`src/rtl/core/cwsum_pkg.sv`:
```
// ----------------------------------------------------------------------------
// cwsum_pkg
// Shared types and fixed constants of the column window sum block.
// ----------------------------------------------------------------------------
`default_nettype none

package cwsum_pkg;

    localparam int unsigned ROWS_W   = 6;
    localparam int unsigned ROWS_MAX = 63;
    localparam int unsigned CFG_W    = 4;
    localparam int unsigned CFG_IDX_W = 1;

    typedef enum logic [CFG_IDX_W-1:0] {
        REG_RADIUS_BEFORE = 1'b0,
        REG_RADIUS_AFTER  = 1'b1
    } t_cfg_reg;

    typedef enum logic [2:0] {
        ST_IDLE,
        ST_START,
        ST_READ,
        ST_DRAIN,
        ST_DONE
    } t_state;

endpackage

`default_nettype wire

```
`src/rtl/core/cwsum_in_if.sv`:
```
// ----------------------------------------------------------------------------
// cwsum_in_if
// Input channel: one sample word with its end-of-column mark.
// ----------------------------------------------------------------------------
`default_nettype none

interface cwsum_in_if #(
    parameter int SAMPLE_BITS = 16
);
    logic                          valid;
    logic                          ready;
    logic signed [SAMPLE_BITS-1:0] sample;
    logic                          last_in_column;

    modport source (output valid, output sample, output last_in_column, input ready);
    modport sink   (input valid, input sample, input last_in_column, output ready);
endinterface

`default_nettype wire

```
`src/rtl/core/cwsum_out_if.sv`:
```
// ----------------------------------------------------------------------------
// cwsum_out_if
// Output channel: one window sum word with its flags.
// ----------------------------------------------------------------------------
`default_nettype none

interface cwsum_out_if #(
    parameter int SUM_BITS = 21
);
    logic                       valid;
    logic                       ready;
    logic signed [SUM_BITS-1:0] window_sum;
    logic                       end_of_column;
    logic                       last_of_run;

    modport source (output valid, output window_sum, output end_of_column,
                    output last_of_run, input ready);
    modport sink   (input valid, input window_sum, input end_of_column,
                    input last_of_run, output ready);
endinterface

`default_nettype wire

```
`src/rtl/core/column_window_sum.sv`:
```
// ----------------------------------------------------------------------------
// column_window_sum
// Clipped box sum down one column, each window summed from a history RAM.
// ----------------------------------------------------------------------------
// Each result walks back from the newest sample through far+1 RAM entries
// (far = distance of the row plus its upper extent), one read a cycle; an
// unmarked sample gives at most one result, the end-of-column sample up to
// radius_after+1. A new sample is taken once the last sum is in the output
// register. Reset (synchronous, active low) clears the counters and sets
// both radii to one; the RAM is not cleared.
// ----------------------------------------------------------------------------
`default_nettype none

module column_window_sum #(
    parameter int MAX_RADIUS    = 15,
    parameter int HISTORY_DEPTH = 32,
    parameter int SAMPLE_BITS   = 16
) (
    input  wire logic                           i_clk,
    input  wire logic                           i_rst_n,
    input  wire logic                           i_cfg_we,
    input  wire logic [cwsum_pkg::CFG_IDX_W-1:0] i_cfg_index,
    input  wire logic [cwsum_pkg::CFG_W-1:0]    i_cfg_data,
    cwsum_in_if.sink                            i_in,
    cwsum_out_if.source                         o_out
);

    localparam int AW       = $clog2(HISTORY_DEPTH);
    localparam int RW       = cwsum_pkg::ROWS_W;
    localparam int SUM_BITS = SAMPLE_BITS + $clog2(2 * MAX_RADIUS + 1);

    cwsum_pkg::t_state r_state, n_state;

    logic [cwsum_pkg::CFG_W-1:0] r_radius_before, r_radius_after;
    logic [RW-1:0]  r_rows, r_last, r_d, r_near, r_far, r_e;
    logic           r_marked;
    logic [AW-1:0]  r_wslot, r_newest, r_ptr;
    logic           r_pend_valid, r_pend_use;
    logic signed [SUM_BITS-1:0] r_acc;

    logic signed [SUM_BITS-1:0] r_out_sum;
    logic           r_out_valid, r_out_eoc, r_out_last;

    logic [RW-1:0]  rb, ra, rows_new, last, first, up, down, row;
    logic           accept, marked, go, out_free, more;
    logic [SAMPLE_BITS-1:0] rd_data;

    // clamped radii
    assign rb = ({2'b00, r_radius_before} > RW'(MAX_RADIUS)) ? RW'(MAX_RADIUS)
                                                            : {2'b00, r_radius_before};
    assign ra = ({2'b00, r_radius_after} > RW'(MAX_RADIUS)) ? RW'(MAX_RADIUS)
                                                           : {2'b00, r_radius_after};

    assign accept   = i_in.valid && i_in.ready;
    assign marked   = i_in.last_in_column;
    assign rows_new = (r_rows == RW'(cwsum_pkg::ROWS_MAX)) ? r_rows : r_rows + RW'(1);
    assign last     = rows_new - RW'(1);
    assign first    = (marked && (last < ra)) ? last : ra;
    assign go       = marked || (last >= ra);

    // window extents of the current row
    assign row  = r_last - r_d;
    assign up   = (row < rb) ? row : rb;
    assign down = (r_d < ra) ? r_d : ra;

    assign out_free = !r_out_valid || o_out.ready;
    assign more     = r_marked && (r_d != '0);

    cwsum_ram #(
        .WIDTH (SAMPLE_BITS),
        .DEPTH (HISTORY_DEPTH)
    ) u_ring (
        .i_clk   (i_clk),
        .i_we    (accept),
        .i_waddr (r_wslot),
        .i_wdata (i_in.sample),
        .i_raddr (r_ptr),
        .o_rdata (rd_data)
    );

    // next state
    always_comb begin
        n_state = r_state;
        unique case (r_state)
            cwsum_pkg::ST_IDLE: begin
                if (accept && go) begin
                    n_state = cwsum_pkg::ST_START;
                end
            end
            cwsum_pkg::ST_START: n_state = cwsum_pkg::ST_READ;
            cwsum_pkg::ST_READ: begin
                if (r_e == r_far) begin
                    n_state = cwsum_pkg::ST_DRAIN;
                end
            end
            cwsum_pkg::ST_DRAIN: n_state = cwsum_pkg::ST_DONE;
            cwsum_pkg::ST_DONE: begin
                if (out_free) begin
                    n_state = more ? cwsum_pkg::ST_START : cwsum_pkg::ST_IDLE;
                end
            end
            default: n_state = cwsum_pkg::ST_IDLE;
        endcase
    end

    // outputs
    always_comb begin
        i_in.ready         = (r_state == cwsum_pkg::ST_IDLE);
        o_out.valid        = r_out_valid;
        o_out.window_sum   = r_out_sum;
        o_out.end_of_column = r_out_eoc;
        o_out.last_of_run  = r_out_last;
    end

    always_ff @(posedge i_clk) begin
        if (!i_rst_n) begin
            r_state         <= cwsum_pkg::ST_IDLE;
            r_radius_before <= cwsum_pkg::CFG_W'(1);
            r_radius_after  <= cwsum_pkg::CFG_W'(1);
            r_rows          <= '0;
            r_wslot         <= '0;
            r_pend_valid    <= 1'b0;
            r_out_valid     <= 1'b0;
        end else begin
            r_state <= n_state;

            if (i_cfg_we) begin
                unique case (cwsum_pkg::t_cfg_reg'(i_cfg_index))
                    cwsum_pkg::REG_RADIUS_BEFORE: r_radius_before <= i_cfg_data;
                    cwsum_pkg::REG_RADIUS_AFTER:  r_radius_after  <= i_cfg_data;
                    default: ;
                endcase
            end

            if (accept) begin
                r_rows  <= marked ? '0 : rows_new;
                r_wslot <= (r_wslot == AW'(HISTORY_DEPTH - 1)) ? '0 : r_wslot + AW'(1);
            end

            r_pend_valid <= (r_state == cwsum_pkg::ST_READ);

            if (r_state == cwsum_pkg::ST_DONE && out_free) begin
                r_out_valid <= 1'b1;
            end else if (o_out.ready) begin
                r_out_valid <= 1'b0;
            end
        end
    end

    // datapath
    always_ff @(posedge i_clk) begin
        if (accept) begin
            r_last   <= last;
            r_marked <= marked;
            r_d      <= first;
            r_newest <= r_wslot;
        end

        if (r_state == cwsum_pkg::ST_START) begin
            r_near <= r_d - down;
            r_far  <= r_d + up;
            r_e    <= '0;
            r_ptr  <= r_newest;
            r_acc  <= '0;
        end

        if (r_state == cwsum_pkg::ST_READ) begin
            r_pend_use <= (r_e >= r_near);
            r_e        <= r_e + RW'(1);
            r_ptr      <= (r_ptr == '0) ? AW'(HISTORY_DEPTH - 1) : r_ptr - AW'(1);
        end

        // sign-extend and accumulate the word read in the previous cycle
        if (r_pend_valid && r_pend_use) begin
            r_acc <= r_acc + SUM_BITS'(signed'(rd_data));
        end

        if (r_state == cwsum_pkg::ST_DONE && out_free) begin
            r_out_sum  <= r_acc;
            r_out_eoc  <= r_marked && (r_d == '0);
            r_out_last <= !r_marked || (r_d == '0);
            if (more) begin
                r_d <= r_d - RW'(1);
            end
        end
    end

endmodule

`default_nettype wire

```
`src/rtl/core/cwsum_ram.sv`:
```
// ----------------------------------------------------------------------------
// cwsum_ram
// Generic simple dual-port RAM, one write and one registered read port.
// ----------------------------------------------------------------------------
`default_nettype none

module cwsum_ram #(
    parameter int WIDTH = 16,
    parameter int DEPTH = 32
) (
    input  wire logic                     i_clk,
    input  wire logic                     i_we,
    input  wire logic [$clog2(DEPTH)-1:0] i_waddr,
    input  wire logic [WIDTH-1:0]         i_wdata,
    input  wire logic [$clog2(DEPTH)-1:0] i_raddr,
    output logic      [WIDTH-1:0]         o_rdata
);

    logic [WIDTH-1:0] r_mem [DEPTH];

    always_ff @(posedge i_clk) begin
        if (i_we) begin
            r_mem[i_waddr] <= i_wdata;
        end
        o_rdata <= r_mem[i_raddr];
    end

endmodule

`default_nettype wire
```
`src/flat_wrapper.sv`:
```
// flat-port wrapper written by rule: the top's interface ports become plain ports
module column_window_sum_flat 
#(
    parameter int MAX_RADIUS    = 15,
    parameter int HISTORY_DEPTH = 32,
    parameter int SAMPLE_BITS   = 16
)
  (i_clk, i_rst_n, i_cfg_we, i_cfg_index, i_cfg_data, i_in_valid, i_in_sample, i_in_last_in_column, i_in_ready, o_out_valid, o_out_window_sum, o_out_end_of_column, o_out_last_of_run, o_out_ready);
  cwsum_in_if #(.SAMPLE_BITS(SAMPLE_BITS)) i_in_i ();
  cwsum_out_if o_out_i ();
  input  wire logic i_clk;
  input  wire logic i_rst_n;
  input  wire logic i_cfg_we;
  input  wire logic [cwsum_pkg::CFG_IDX_W-1:0] i_cfg_index;
  input  wire logic [cwsum_pkg::CFG_W-1:0] i_cfg_data;
  input wire logic [$bits(i_in_i.valid)-1:0] i_in_valid;
  input wire logic [$bits(i_in_i.sample)-1:0] i_in_sample;
  input wire logic [$bits(i_in_i.last_in_column)-1:0] i_in_last_in_column;
  output wire logic [$bits(i_in_i.ready)-1:0] i_in_ready;
  output wire logic [$bits(o_out_i.valid)-1:0] o_out_valid;
  output wire logic [$bits(o_out_i.window_sum)-1:0] o_out_window_sum;
  output wire logic [$bits(o_out_i.end_of_column)-1:0] o_out_end_of_column;
  output wire logic [$bits(o_out_i.last_of_run)-1:0] o_out_last_of_run;
  input wire logic [$bits(o_out_i.ready)-1:0] o_out_ready;
  assign i_in_i.valid = i_in_valid;
  assign i_in_i.sample = i_in_sample;
  assign i_in_i.last_in_column = i_in_last_in_column;
  assign i_in_ready = i_in_i.ready;
  assign o_out_valid = o_out_i.valid;
  assign o_out_window_sum = o_out_i.window_sum;
  assign o_out_end_of_column = o_out_i.end_of_column;
  assign o_out_last_of_run = o_out_i.last_of_run;
  assign o_out_i.ready = o_out_ready;
  column_window_sum #(.MAX_RADIUS(MAX_RADIUS), .HISTORY_DEPTH(HISTORY_DEPTH), .SAMPLE_BITS(SAMPLE_BITS)) u_core (.i_clk(i_clk), .i_rst_n(i_rst_n), .i_cfg_we(i_cfg_we), .i_cfg_index(i_cfg_index), .i_cfg_data(i_cfg_data), .i_in(i_in_i), .o_out(o_out_i));
endmodule
```
`config.mk`:
```
export PLATFORM = sky130hd
export DESIGN_NAME = column_window_sum_flat
export DESIGN_NICKNAME = d
export VERILOG_FILES = /design/src/rtl/core/cwsum_pkg.sv /design/src/rtl/core/cwsum_in_if.sv /design/src/rtl/core/cwsum_out_if.sv /design/src/rtl/core/column_window_sum.sv /design/src/rtl/core/cwsum_ram.sv /design/src/flat_wrapper.sv
export SDC_FILE = /design/constraint.sdc
export NUM_CORES = 1
export LEC_CHECK = 0
export ABC_AREA = 1
export BUFFER_PORTS_ARGS = -buffer_cell sky130_fd_sc_hd__buf_2
export CORE_ASPECT_RATIO = 0.8
export CORE_UTILIZATION = 50
export DETAILED_ROUTE_END_ITERATION = 10
export PLACE_DENSITY = 0.72
export RECOVER_POWER = 50
export SYNTH_ARGS = -nofsm -noshare
export SYNTH_HDL_FRONTEND = slang
export SYNTH_SLANG_ARGS = --single-unit
```
`constraint.sdc`:
```
create_clock -name i_clk -period 3.2 [get_ports i_clk]
set_clock_uncertainty 0.15 [all_clocks]
set_input_delay 0.48 -clock i_clk [delete_from_list [all_inputs] [get_ports i_clk]]
set_output_delay 0.48 -clock i_clk [all_outputs]
set_load 0.01 [all_outputs]
```
Word level (Yosys, flattened, before mapping)
Memories as Yosys holds them, arrays and structs flattened. A register that Yosys moved wholly into a read port is not among the register bits.
Cells that the tools add are included.
{"block": "totals", "output_inout_bits": 25, "ff_bits": 110, "in_bits": 27, "word_cells": 94, "ramBits": 512, "mem_count": 1}
{"block": "op_classes", "eq_ne": 10, "reduce_logical": 22, "addsub": 10, "n_lt_le_gt_ge": 5, "mux": 25, "n_bitwise": 1}
{"memory": "u_core.u_ring.r_mem", "words": 32, "word_bits": 16, "rd": 1, "rd_clocked_by_memory_dff": 1, "write_ports": 1, "line_no": "cwsum_ram.sv:19", "source": "logic [WIDTH-1:0] r_mem [DEPTH];"}
{"cell": "two-way mux 6 bit", "count": 10}
{"cell": "two-way mux 21 bit", "count": 2}
{"cell": "adder 21 x 16 -> 21 bit", "count": 1}
{"cell": "two-way mux 5 bit", "count": 4}
{"cell": "< comparator 6 x 4 -> 1 bit", "count": 3}
{"cell": "case mux 3 bit (5 select lines)", "count": 1}
{"cell": "adder 6 x 1 -> 6 bit (second input constant)", "count": 2}
{"cell": "subtractor 6 x 1 -> 6 bit (second input constant)", "count": 2}
{"cell": "subtractor 6 bit", "count": 2}
{"cell": "two-way mux 3 bit", "count": 3}
{"cell": "logical AND 1 bit", "count": 7}
{"cell": "adder 6 bit", "count": 1}
{"cell": "equality test 3 x 2 -> 1 bit (second input constant)", "count": 2}
{"cell": "equality test 6 bit", "count": 1}
{"cell": "equality test 6 bit (second input constant)", "count": 1}
{"cell": "greater-or-equal comparator 6 x 4 -> 1 bit", "count": 1}
{"cell": "greater-or-equal comparator 6 bit", "count": 1}
{"cell": "logical NOT 6 bit", "count": 1}
{"cell": "nonzero test 2 bit", "count": 3}
{"cell": "nonzero test 6 bit", "count": 1}
{"cell": "adder 5 x 1 -> 5 bit (second input constant)", "count": 1}
{"cell": "equality test 5 bit (second input constant)", "count": 1}
{"cell": "logical NOT 5 bit", "count": 1}
{"cell": "two-way mux 1 bit", "count": 5}
{"cell": "other kinds (11)", "count": 16}

Longest topological paths before layout
Gate-level depths: netlist of the first run.
{"block": "depth", "ltp_word": 9, "mapped_depth": 22, "ltp_nobuf": 22}

Modules after synthesis
From an unflattened synthesis of the first run, not the netlist that was laid out.
{"block": "hier_totals", "hier_cells": 2505, "area_unflattened_um2": 27704.1}
{"mod": "cwsum_ram", "area_each_um2": 21301.7, "instances": 1, "cells_per_inst": 1794, "seq_area_each_um2": 15695.1}
{"mod": "column_window_sum", "area_each_um2": 6402.4, "instances": 1, "cells_per_inst": 711, "seq_area_each_um2": 3002.9}

Worst setup path after synthesis of the first run
No wires, ideal clock.
{"block": "synth_timing", "kind": "register to register", "start": "register u_core.r_d[1]", "end": "register u_core.r_far[5], data pin", "t_required_ns": 2.788, "path_slack_ns": -0.320, "arrival_time_ns": 3.107, "stages_incl_launch_ff": 18, "synth_period_minus_slack_ns": 3.520, "n_path_buf": 0, "setup_ns": 0.262, "cell_sequence": "dfxtp_1 inv_1 fa_1 ha_1 a21o_1 a21oi_1 o21ai_0 nor2_1 nand2_1 nor2_1 a21oi_1 ha_1 nand2_1 nor2_1 a211oi_1 o21bai_1 a21oi_1 xor2_1"}
{"block": "synth_between", "elab_chain_len": 4}
{"element": "start: declaration", "line_no": "column_window_sum.sv:35", "source": "logic [RW-1:0] r_rows, r_last, r_d, r_near, r_far, r_e;"}
{"element": "start signal: assignment", "line_no": "column_window_sum.sv:155", "source": "r_d <= first;"}
{"element": "start signal: assignment", "line_no": "column_window_sum.sv:183", "source": "r_d <= r_d - RW'(1);"}
{"element": "subtractor 6 bit", "line_no": "column_window_sum.sv:62", "source": "assign row = r_last - r_d;"}
{"element": "< comparator 6 x 4 -> 1 bit", "line_no": "column_window_sum.sv:63", "source": "assign up = (row < rb) ? row : rb;"}
{"element": "two-way mux 6 bit", "line_no": "column_window_sum.sv:63"}
{"element": "adder 6 bit (*)", "line_no": "column_window_sum.sv:161", "source": "r_far <= r_d + up;"}
{"element": "end signal: assignment", "line_no": "column_window_sum.sv:161"}
{"element": "end: declaration", "line_no": "column_window_sum.sv:35"}
Mark *: on every way between the ends. The rest lies on a longest branch, timed or not.
A chain may end at the register's enable or synchronous reset.

Worst setup path after layout of the first run
{"block": "layout_timing", "start": "register u_core.r_last[0]", "end": "register u_core.r_far[5], data pin"}
{"block": "layout_between", "elab_chain_len": 4}
{"element": "start: declaration", "line_no": "column_window_sum.sv:35"}
{"element": "start signal: assignment", "line_no": "column_window_sum.sv:153", "source": "r_last <= last;"}
{"element": "subtractor 6 bit (*)", "line_no": "column_window_sum.sv:62"}
{"element": "< comparator 6 x 4 -> 1 bit", "line_no": "column_window_sum.sv:63"}
{"element": "two-way mux 6 bit (*)", "line_no": "column_window_sum.sv:63"}
{"element": "adder 6 bit (*)", "line_no": "column_window_sum.sv:161"}
Marks and branches as above.

==> results.cfg, run 1 <==
[worst_hold_path]
holdCritPathClass = in -> reg

[flow_run]
drv_cap = 1

[sta]
slew_violations = 33
fmax_mhz = 281
slew_headroom = -0.00819
worst_slew_pin_slew_ns = 1.51
fin_crit_ns = 3.56
fin_hold_ws_ns = 0.0427
setup_viol = 5
finalSetupTns_ns = -1.45
final.setup.worst_slack_ns = -0.364
final.period_utilization = 1.11
rsz0062_at_grt = yes
hold_viol = 0

[grt]
grt_util_all_layers = 0.240
grt_max_degree = 129
grt_pass1_vias = 17085
overflow = 0
antenna_found_initial = 1
grt_pass1_wl_mm = 99.3

[floorplanning]
ioPinCount = 52
fp.dieH_um = 209
coreArea_mm2 = 0.0526
rows = 75
start_util = 0.508
dieArea_mm2 = 0.0544
die_w_um = 260

[logic_synthesis]
async_flop_share = 0
syn_nets = 2278
yosysUniqueCellTypes = 52
synthFlopType = edfxtp_1
syn_avg_cell_area_um2 = 12.2
syn_area_mm2 = 0.0267
yosysWarnings = 0
synth_common_cells = 592 x edfxtp_1, 302 x nor2_1, 251 x nand2_1, 249 x o21ai_0, 127 x a21oi_1
ys_top_cells_by_area = edfxtp_1 67%, o21ai_0 4.7%, nor2_1 4.2%
synth-edff-count = 592
synth_most_common_cell = edfxtp_1
yosys.area.top_type = edfxtp_1
synth_top_area_frac = 0.665
synth_seq_area_share = 0.700
syn_inst = 2187
ys_seq_elements = 638

[detailed_routing]
vias = 17723
drt_pass1_iterations = 8
ant_nets = 0
via_per_inst = 5.88
drc_errors = 2
drt_iter0_markers = 2011
drt-total-wl_mm = 65.0
wl_per_cell_um = 21.6

[power]
leakage_nw = 10.4
powerDensity_mw_per_mm2 = 912
vdd_ir_drop_max_v = 0.000764
finalPower_mw = 27.4

[clocking]
cts_tree = built
cts_sinks = 638
cts-root-buf = clkbuf_16
cts.clk_slew.worst_paths_ns = 0.06
cts_max_level = 2
clk_latency_ns = 0.63
cts_made_buffers = 59
max-clock-path-buffers = 3

[final_layout]
n_antenna_cell = 0
design_area_mm2 = 0.0301
stdcell_count = 3016
utilization = 0.571
nets = 2370
syn_to_final_growth_pct = 12.5
drive_above_1_share = 0.105

[placement]
dp.cells = 2900
place_ws_ns = -0.360
port_buffers = 51
gp_congestion = 0.864
dp_hpwl_mm = 38.6
post_dp_cell_area_mm2 = 0.0281

[critical_path]
end_kind = flop
r2r_setup_slack_ns = -0.36
startpoint_type = flop
path_class = reg -> reg
cp_max_fo = 6
cp.arrival_ns = 3.78
crit_required_ns = 3.41

[outcome]
violations = design-rule violations, max-capacitance violations, max-slew violations, negative setup slack
status = finished with violations
[per-layer routing]
metal / track usage / share of wire / vias up
li1: - / - / 8203
met1: 0.358 / 0.43 / 8591
met2: 0.364 / 0.45 / 829
met3: 0.0375 / 0.089 / 100
met4: 0.0746 / 0.025 / 0
met5: 0 / 0 / -
[repair_timing]
| action | 4_1_cts | 5_1_grt |
|---|---|---|
| buffers inserted | 5 | 5 |
| hold buffers | 2 | 0 |
| endpoints found under the setup margin | 6 | 11 |
| gates resized for setup | 15 | 15 |
| pin swaps | 5 | 7 |
| hold endpoints to repair | 2 | 0 |
[final timing paths]
| kind | from | to | cells past startpoint |
|---|---|---|---|
| setup / recovery | u_core.r_last[0] | u_core.r_far[5] | 18 |
| hold / removal | i_cfg_data[2] | u_core.r_radius_after[2] | 3 |
| setup reg to reg | u_core.r_last[0] | u_core.r_far[5] | 18 |
| hold reg to reg | u_core.r_acc[14] | u_core.o_out.window_sum[14] | 0 |
[layout make-up]
type,instances,area [µm²]
multi-input cells,1325,7220
well taps,693,867
repair buffers,140,995
inverters,115,437
flip-flops and latches,638,18700
clock inverters,29,253
fillers,4143,22600
clock buffers,76,1580
[registers in the layout (all words and copies together) (netlist names)]
signal,cells
u_core.r_far,6
u_core.o_out.end_of_column,1
u_core.r_pend_valid,1
u_core.r_rows,6
u_core.o_out.window_sum,21
u_core.r_last,6
u_core.r_acc,21
u_core.r_ptr,5
u_core.r_pend_use,1
u_core.r_newest,5
u_core.r_marked,1
u_core.r_near,6
u_core.r_wslot,5
u_core.o_out.valid,1
u_core.u_ring.o_rdata,16
u_core.r_radius_before,4
u_core.r_state,3
u_core.r_e,6
u_core.r_radius_after,4
u_core.u_ring.r_mem,512
u_core.o_out.last_of_run,1
u_core.r_d,6
[cells in the final DEF (no fill, tap or decap), types with 62 or more instances in the layout]
cell type / n
a21oi_1: 124
buf_4: 67
clkbuf_1: 63
edfxtp_1: 592
inv_1: 103
nand2_1: 249
nor2_1: 285
o21ai_0: 245
o221ai_1: 62
o22ai_1: 109
[power breakdown]
group / switching, mW / internal [mW] / leakage [nW] / total (mW)
combinational: 6.89 / 3.33 / 3.76 / 10.2
sequential: 0.389 / 10.0 / 5.74 / 10.4
clock: 3.01 / 3.73 / 0.898 / 6.74
[worst max-delay path, cell delays in order (launching register included)]
cell	delay, ns
edfxtp_1	0.36
inv_1	0.07
ha_2	0.16
inv_2	0.04
fa_1	0.46
ha_1	0.29
a21o_1	0.18
a21oi_2	0.11
o21ai_1	0.07
nor2_1	0.17
nand2_2	0.15
a21oi_2	0.21
ha_4	0.24
nand2_2	0.07
nor2_2	0.04
a211oi_2	0.23
o21bai_1	0.09
a21oi_1	0.16
xor2_1	0.09
[logic make-up (layout without fill, tap and decap cells)]
kind of cell             after synthesis  in the layout  share of synthesized area
AND/OR/NAND/NOR                      646            646                     0.0999
flip-flops                           638            638                      0.700
AO/OA/AOI/OAI                        596            596                      0.129
buffers and inverters                224            360                     0.0347
adder cells (fa/ha/maj)               64             64                     0.0311
XOR/XNOR                              18             18                    0.00590
other                                  1              1                   0.000140
Power figures use the tool's default switching activity.
==> run 2, diff against run 1 <==
--- a/config.mk
+++ b/config.mk
@@ -12,6 +12,7 @@
 export DETAILED_ROUTE_END_ITERATION = 10
 export PLACE_DENSITY = 0.72
 export RECOVER_POWER = 50
+export SKIP_CTS_REPAIR_TIMING = 1
 export SYNTH_ARGS = -nofsm -noshare
 export SYNTH_HDL_FRONTEND = slang
 export SYNTH_SLANG_ARGS = --single-unit
==> results.cfg, run 2 (same netlist as run 1, synthesis figures left out) <==
[outcome]
status = finished with violations
violations = design-rule violations, max-capacitance violations, max-slew violations, negative setup slack

[critical_path]
critPathMaxStageDelay_ns = 0.46
crit_required_ns = 3.42
end_kind = flop
worst_path_max_delay_cell = fa_1
startpoint_type = flop
path_cells = inv_1, ha_2, inv_2, fa_1, ha_1, a21o_1, a21oi_2, o21ai_1, nor2_1, nand2_2, buf_6, o21ai_2, ha_2, inv_2, fa_2, o21ai_2, xor2_1
cp_max_fo = 7
path_class = reg -> reg
cp.arrival_ns = 3.74

[detailed_routing]
via_per_inst = 5.87
vias = 17671
wl_met3_mm = 5.82
drc_errors = 2
wl_per_cell_um = 21.6
top_layer = met4
drt_pass1_iterations = 8
route.met2.wl_mm = 29.3
drt-met1-wl_mm = 28.2
drt_iter0_markers = 2171
ant_nets = 0
drt-total-wl_mm = 65.0

[sta]
worst_slew_pin_slew_ns = 1.50
finalSetupTns_ns = -1.31
slew_headroom = -0.00239
slew_violations = 32
final.period_utilization = 1.10
setup_viol = 5
final.setup.worst_slack_ns = -0.322
hold_viol = 0
rsz0062_at_grt = yes
fmax_mhz = 284
fin_crit_ns = 3.52

[clocking]
cts_made_buffers = 59
cts.clk_slew.worst_paths_ns = 0.06
cts_sinks = 638
max-clock-path-buffers = 3
cts-root-buf = clkbuf_16
clk_latency_ns = 0.64
cts_tree = built
cts_max_level = 2

[grt]
grt_max_degree = 129
overflow = 0
grt_pass1_vias = 17024
grt_util_all_layers = 0.240
grt_pass1_wl_mm = 99.1
antenna_found_initial = 1

[placement]
dp_hpwl_mm = 38.6
port_buffers = 51
gp_congestion = 0.864

[final_layout]
syn_to_final_growth_pct = 12.3
final_cell_mix = 592 x edfxtp_1, 285 x nor2_1, 251 x nand2_1, 246 x o21ai_0, 125 x a21oi_1
mostFrequentLayoutCell = edfxtp_1
utilization = 0.570
n_antenna_cell = 0
largest-register = u_core.u_ring.r_mem
largest_reg_flops = 512
nFillCells = 4149
nets = 2365
drive_above_1_share = 0.102

[power]
internal_power_mw = 17.0
p_comb_frac = 0.372
vdd_ir_drop_max_v = 0.000762
leakage_nw = 10.4
p_sw_mw = 10.3
sw_frac_of_total = 0.376
clockPowerShare = 0.247
p_seq_frac = 0.382
powerDensity_mw_per_mm2 = 911

[floorplanning]
ioPinCount = 52
dieArea_mm2 = 0.0544
fp.dieH_um = 209
rows = 75
coreArea_mm2 = 0.0526
die_w_um = 260
start_util = 0.508

[worst_hold_path]
holdCritPathClass = in -> reg

[flow_run]
drv_cap = 1
## run 2: path summary, 6_finish.rpt
| path | from | endpoint | slack (ns) | depth (start not counted) |
|---|---|---|---|---|
| worst max-delay path | u_core.r_last[0] | u_core.r_far[4] | -0.32 | 17 |
| worst min-delay path | i_cfg_data[0] | u_core.r_radius_before[0] | 0.02 | 3 |
| worst max register to register | u_core.r_last[0] | u_core.r_far[4] | -0.32 | 17 |
| worst min register to register | u_core.r_acc[14] | u_core.o_out.window_sum[14] | 0.31 | 0 |
## run 2: through the flow
stage | worst slack (ns) | hold WS (ns) | power (mW) | cells | instance area [µm²]
2_1_floorplan | -0.120 | 0.256 | 17.2 | 2187 | 26700
3_3_place_gp | -0.297 | 0.289 | 20.1 | 2900 | 28100
3_5_place_dp | -0.360 | 0.304 | 20.4 | 2900 | 28100
4_1_cts | -0.373 | -0.0319 | 27.1 | 3005 | 30000
5_1_grt | -0.535 | 0.0418 | 28.8 | 3011 | 30000
6_report | -0.322 | 0.0213 | 27.3 | 3011 | 30000
## run 2: power by group through the flow
| stage | clock network, mW | logic, mW | registers (mW) |
|---|---|---|---|
| finish | 6.74 | 10.1 | 10.4 |
| global route | 7.12 | 11.2 | 10.5 |
| CTS | 6.82 | 9.87 | 10.4 |
| detailed placement | 0 | 9.80 | 10.6 |
| global placement | 0 | 9.54 | 10.6 |
| floorplan | 0 | 6.70 | 10.5 |
## run 2: routing by layer
metal  GRT usage  vias up
met5           0        -
met1       0.358     8584
li1            -     8194
met2       0.363      798
met3      0.0374       95
met4      0.0732        0
## run 2: worst max-delay path, delay by kind of cell (launching register included)
family | cells | cell delay (ns)
adder cells (fa/ha/maj) | 5 | 1.47
AO/OA/AOI/OAI | 5 | 0.62
flip-flops | 1 | 0.36
AND/OR/NAND/NOR | 2 | 0.30
buffers and inverters | 4 | 0.30
XOR/XNOR | 1 | 0.08
## run 2: final cells by class
| cell class | instances | area [µm²] | share of cell area |
|---|---|---|---|
| flip-flops and latches | 638 | 18700 | 0.623 |
| multi-input cells | 1325 | 7220 | 0.241 |
| clock buffers | 76 | 1580 | 0.0527 |
| repair buffers | 135 | 951 | 0.0317 |
| well taps | 693 | 867 | 0.0289 |
| inverters | 115 | 437 | 0.0146 |
| clock inverters | 29 | 253 | 0.00842 |
